File: config.mk
export PLATFORM = sky130hd
export DESIGN_NAME = lds_entry_ram
export DESIGN_NICKNAME = d
export VERILOG_FILES = /design/src/hw/rtl/layer_dependency_scheduler_macros.svh /design/src/hw/rtl/lds_entry_ram.sv
export SDC_FILE = /design/constraint.sdc
export NUM_CORES = 2
export LEC_CHECK = 0
export BUFFER_PORTS_ARGS = -buffer_cell sky130_fd_sc_hd__buf_2
export CORE_AREA = 2 2 460 348
export DETAILED_ROUTE_END_ITERATION = 10
export DIE_AREA = 0 0 462 350
export PLACE_DENSITY_LB_ADDON = 0.3
export SLEW_MARGIN = 20
export SYNTH_ARGS = -nofsm -noshare
export SYNTH_HDL_FRONTEND = slang
export SYNTH_SLANG_ARGS = --single-unit
File: constraint.sdc
create_clock -name clk -period 5.9 [get_ports clk]
set_input_delay 0.295 -clock clk [delete_from_list [all_inputs] [get_ports clk]]
set_output_delay 0.295 -clock clk [all_outputs]
set_load 0.05 [all_outputs]
File: src/hw/rtl/layer_dependency_scheduler_macros.svh
// ---------------------------------------------------------------------------
// Layer dependency scheduler assertion macros
// Concurrent checks clocked on clk, disabled while arst_n is low.
// ---------------------------------------------------------------------------
`ifndef LAYER_DEPENDENCY_SCHEDULER_MACROS_SVH
`define LAYER_DEPENDENCY_SCHEDULER_MACROS_SVH
`ifndef SYNTHESIS
`define LDS_ASSERT(lbl, prop) \
	lbl: assert property (@(posedge clk) disable iff (!arst_n) prop) \
		else $error("scheduler check failed");
`define LDS_NEVER(lbl, cond) \
	lbl: assert property (@(posedge clk) disable iff (!arst_n) !(cond)) \
		else $error("scheduler forbidden condition");
`else
`define LDS_ASSERT(lbl, prop)
`define LDS_NEVER(lbl, cond)
`endif
`endif

File: src/hw/rtl/lds_entry_ram.sv
// ---------------------------------------------------------------------------
// lds_entry_ram
// Simple dual-port RAM, one write and one registered read per cycle.
// ---------------------------------------------------------------------------
module lds_entry_ram #(
	parameter int WIDTH = 8,
	parameter int DEPTH = 256,
	parameter int AW = (DEPTH > 1) ? $clog2(DEPTH) : 1
) (
	input  logic             clk,
	input  logic             we,
	input  logic [AW-1:0]    waddr,
	input  logic [WIDTH-1:0] wdata,
	input  logic [AW-1:0]    raddr,
	output logic [WIDTH-1:0] rdata
);
	logic [WIDTH-1:0] mem [DEPTH];

	always_ff @(posedge clk) begin
		if (we) begin
			mem[waddr] <= wdata;
		end
		rdata <= mem[raddr];
	end
endmodule

==> tab_implementation.tex <==
\begin{tabular}{lr}
\hline
Metric & Value \\
\hline
\multicolumn{2}{l}{\textbf{Hold path}} \\
Type of the most critical hold path & input port to flip-flop \\
Worst hold start & wdata[6] \\
\multicolumn{2}{l}{\textbf{Synth}} \\
Fraction of the yosys area taken by sequential cells & 77.5\% \\
Synthesized net count & 3759 \\
Number of synthesized register bits & 2056 \\
Number of unique standard cell types used by synthesis & 55 \\
Post-Synthesis Cells & 3733 \\
Synthesis warning total & 0 \\
Post-Synthesis Cell Area & 0.0796 mm\^{}2 \\
Number of synthesized flops with an enable pin & 2048 \\
Primary flip-flop cell chosen by synthesis mapping & sky130\_fd\_sc\_hd\_\_edfxtp\_1 \\
Syn Area/Cell & 21.3 um\^{}2 \\
Fraction of registers with async set or reset after synthesis & 0\% \\
\multicolumn{2}{l}{\textbf{Job}} \\
Max-capacitance violation count & 0 \\
\multicolumn{2}{l}{\textbf{Setup path}} \\
Origin of the worst setup path & raddr[0] \\
Worst Path Max Fanout & 75 \\
Startpoint class of the critical path & input port \\
Register-to-register setup slack & 3.03 ns \\
Crit Path Class & input port to flip-flop \\
CP Data Required Time & 6.56 ns \\
Worst endpoint data arrival time & 3.91 ns \\
Crit. End Element & flip-flop \\
Source of the worst register-to-register timing path & mem[77][2] \\
\multicolumn{2}{l}{\textbf{Die}} \\
Starting utilization of the core area & 50.7\% \\
Height of the die & 350 um \\
Count of pins on the block boundary & 34 \\
Core Box Area & 0.157 mm\^{}2 \\
Chip Width & 462 um \\
Die Area & 0.162 mm\^{}2 \\
Cell Rows & 126 \\
\multicolumn{2}{l}{\textbf{Power and ir drop}} \\
VDD IR-drop max & 0.320 mV \\
Reg power frac & 55.3\% \\
Leak Pwr & 26.7 nW \\
Cell internal pwr & 22.9 mW \\
Power density normalized to cell area & 332 mW/mm\^{}2 \\
Fraction of power spent switching nets & 21.5\% \\
Portion of total power attributed to the clock network & 39.7\% \\
Total design power & 29.2 mW \\
NetSw & 6.27 mW \\
Logic pwr share & 5.0\% \\
\multicolumn{2}{l}{\textbf{Timing}} \\
Fin crit share & 55.0\% \\
Max Transition Viols Final & 0 \\
Count of final hold-check violations & 0 \\
Final number of setup-violating endpoints & 0 \\
Maximum clock frequency & 308 MHz \\
Final period demand of the worst path & 3.25 ns \\
Clk\_skew & 0.0245 ns \\
Worst hold slack across all endpoints & 0.158 ns \\
Setup repair after global routing missed its margin & false \\
Worst slew margin relative to its limit & 10.2\% \\
Slew at the pin closest to its max-slew limit & 1.35 ns \\
Final-layout setup total negative slack & 0 ns \\
\multicolumn{2}{l}{\textbf{Placed design}} \\
Post-placement cell area & 0.0819 mm\^{}2 \\
Number of buffers added on ports & 33 \\
Routability congestion estimate from global placement & 0.835 \\
Total half-perimeter wirelength after legalization and detailed placement & 116000 um \\
\multicolumn{2}{l}{\textbf{Route}} \\
Routed length on met3 & 20700 um \\
Number of antenna-violating nets in the routed design & 0 \\
Uppermost layer routed & met5 \\
Routed via count & 39.2k \\
Routed wirelength normalized by instance count & 32.1 um \\
Length of routed met2 wiring & 87300 um \\
Routed length on met1 & 82700 um \\
Total iterations of the first detailed-routing run & 6 \\
Via density & 6.45 \\
DRC violations left & 0 \\
Total length of routed wires & 195000 um \\
Initial drt markers & 5945 \\
\multicolumn{2}{l}{\textbf{CTS}} \\
Clock edge transition at the registers on the reported setup and hold paths & 0.07 ns \\
Buffer cell driving the clock tree root & sky130\_fd\_sc\_hd\_\_clkbuf\_16 \\
Number of buffers on the longest clock path & 3 \\
TritonCTS sink count & 2056 \\
Clock tree from TritonCTS & yes \\
Number of H-tree levels & 4 \\
Buffers inserted during post-CTS setup optimization & 0 \\
Clock insertion delay at the later pin of the skew report & 0.84 ns \\
Num CTS Buffers & 185 \\
Number of instances resized during post-cts repair & 0 \\
\multicolumn{2}{l}{\textbf{Cells and area}} \\
Synthesis-to-finish area growth & 10.3\% \\
Nets & 3836 \\
Number of filler instances in the final layout & 11.4k \\
Core occupancy in the finished layout & 55.9\% \\
Finished layout cell area & 0.0877 mm\^{}2 \\
Highest-count cells in the layout ignoring fill and taps & sky130\_fd\_sc\_hd\_\_edfxtp\_1, sky130\_fd\_sc\_hd\_\_mux4\_2, sky130\_fd\_sc\_hd\_\_nor2\_1, sky130\_fd\_sc\_hd\_\_clkbuf\_16, sky130\_fd\_sc\_hd\_\_mux2i\_1 \\
Commonest non-fill, non-tap cell in the layout & sky130\_fd\_sc\_hd\_\_edfxtp\_1 \\
Ratio of cells with drive above 1 in the final layout & 21.1\% \\
\multicolumn{2}{l}{\textbf{GRT}} \\
Sum of overflow across all layers after global routing & 0 \\
Number of global-route vias before repair & 38.1k \\
All-Layer GR Usage & 24.3\% \\
Wire length of the first global-routing pass & 280000 um \\
Number of antenna violations at the first check in global routing & 10 \\
Largest net degree at the start of global routing & 217 \\
\multicolumn{2}{l}{\textbf{Outcome}} \\
Outcome & complete, no violations \\
\hline
\end{tabular}
==> routing by layer <==
metal,up-vias,GRT usage [%]
met5,-,0
met4,4,6.02
met3,278,4.84
li1,15800,-
met2,2203,35.1
met1,20900,38.3
==> power by group through the flow <==
stage	sequential, mW	clock [mW]	combinational (mW)
floorplan	16.5	0	0.782
global placement	16.4	0	1.44
detailed placement	16.4	0	1.46
CTS	16.1	11.7	1.47
global route	16.1	12.3	1.54
finish	16.1	11.6	1.47
==> through the flow <==
stage,worst slack (ns),std cells
2_1_floorplan,3.67,3733
6_report,2.65,6073
5_1_grt,2.51,6070
4_1_cts,2.78,6068
3_3_place_gp,1.87,5727
3_5_place_dp,1.92,5728
==> cell type report <==
type / instances / area [um^2] / share of cell area [%]
diodes: 5 / 12.5 / 0.0143
inverters: 2 / 7.51 / 0.00856
flip-flops and latches: 2056 / 61700 / 70.3
clock inverters: 87 / 763 / 0.870
well taps: 2112 / 2640 / 3.01
repair buffers: 123 / 1170 / 1.33
clock buffers: 246 / 4950 / 5.64
multi-input cells: 1442 / 16500 / 18.8
==> flip-flops by register name (all words and copies together) (netlist names) <==
name,flops
mem,2048
rdata,8
==> worst max-delay path: stages <==
cell,delay (ns)
sky130_fd_sc_hd__buf_8,0.59
sky130_fd_sc_hd__buf_12,0.52
sky130_fd_sc_hd__mux4_2,0.60
sky130_fd_sc_hd__a22oi_1,0.48
sky130_fd_sc_hd__nand2_1,0.21
sky130_fd_sc_hd__a211oi_1,0.84
sky130_fd_sc_hd__nor4_1,0.11
==> synthesized netlist by cell type (10+ instances only) <==
cell	number	area [um^2]
sky130_fd_sc_hd__buf_2	31	155
sky130_fd_sc_hd__a21oi_1	96	480
sky130_fd_sc_hd__nor2_1	282	1060
sky130_fd_sc_hd__clkbuf_1	111	417
sky130_fd_sc_hd__mux2i_1	134	1340
sky130_fd_sc_hd__buf_1	22	82.6
sky130_fd_sc_hd__o22ai_1	28	175
sky130_fd_sc_hd__nor3_1	22	110
sky130_fd_sc_hd__a211oi_1	16	120
sky130_fd_sc_hd__buf_8	13	195
sky130_fd_sc_hd__nand3_1	34	170
sky130_fd_sc_hd__o21ai_0	10	50.1
sky130_fd_sc_hd__nor4_1	24	150
sky130_fd_sc_hd__buf_6	21	236
sky130_fd_sc_hd__mux4_2	454	10200
sky130_fd_sc_hd__o221ai_1	46	403
sky130_fd_sc_hd__o211ai_1	10	75.1
sky130_fd_sc_hd__nor2b_1	31	194
sky130_fd_sc_hd__buf_4	27	203
sky130_fd_sc_hd__a221oi_1	13	114
sky130_fd_sc_hd__a22oi_1	133	998
sky130_fd_sc_hd__edfxtp_1	2048	61500
sky130_fd_sc_hd__nand4_1	10	62.6
sky130_fd_sc_hd__nand2_1	33	124
==> worst paths after layout <==
path | end | depth (start not counted)
setup / recovery | rdata[5] | 7
hold / removal | mem[29][6] | 1
setup reg to reg | rdata[2] | 6
hold reg to reg | rdata[7] | 5
==> logic make-up after synthesis <==
group                  share of synthesized area, %
and+or+nand+nor                                2.63
muxes                                          14.6
buffers and inverters                          1.83
AOI/OAI and AO/OA                              3.42
DFF                                            77.5
==> timing repair <==
item                                   CTS  global route
endpoints found under the hold margin  312             0
hold buffers                             7             0
setup endpoints to repair                0             0
No activity file was read; power rests on OpenSTA's default activity.
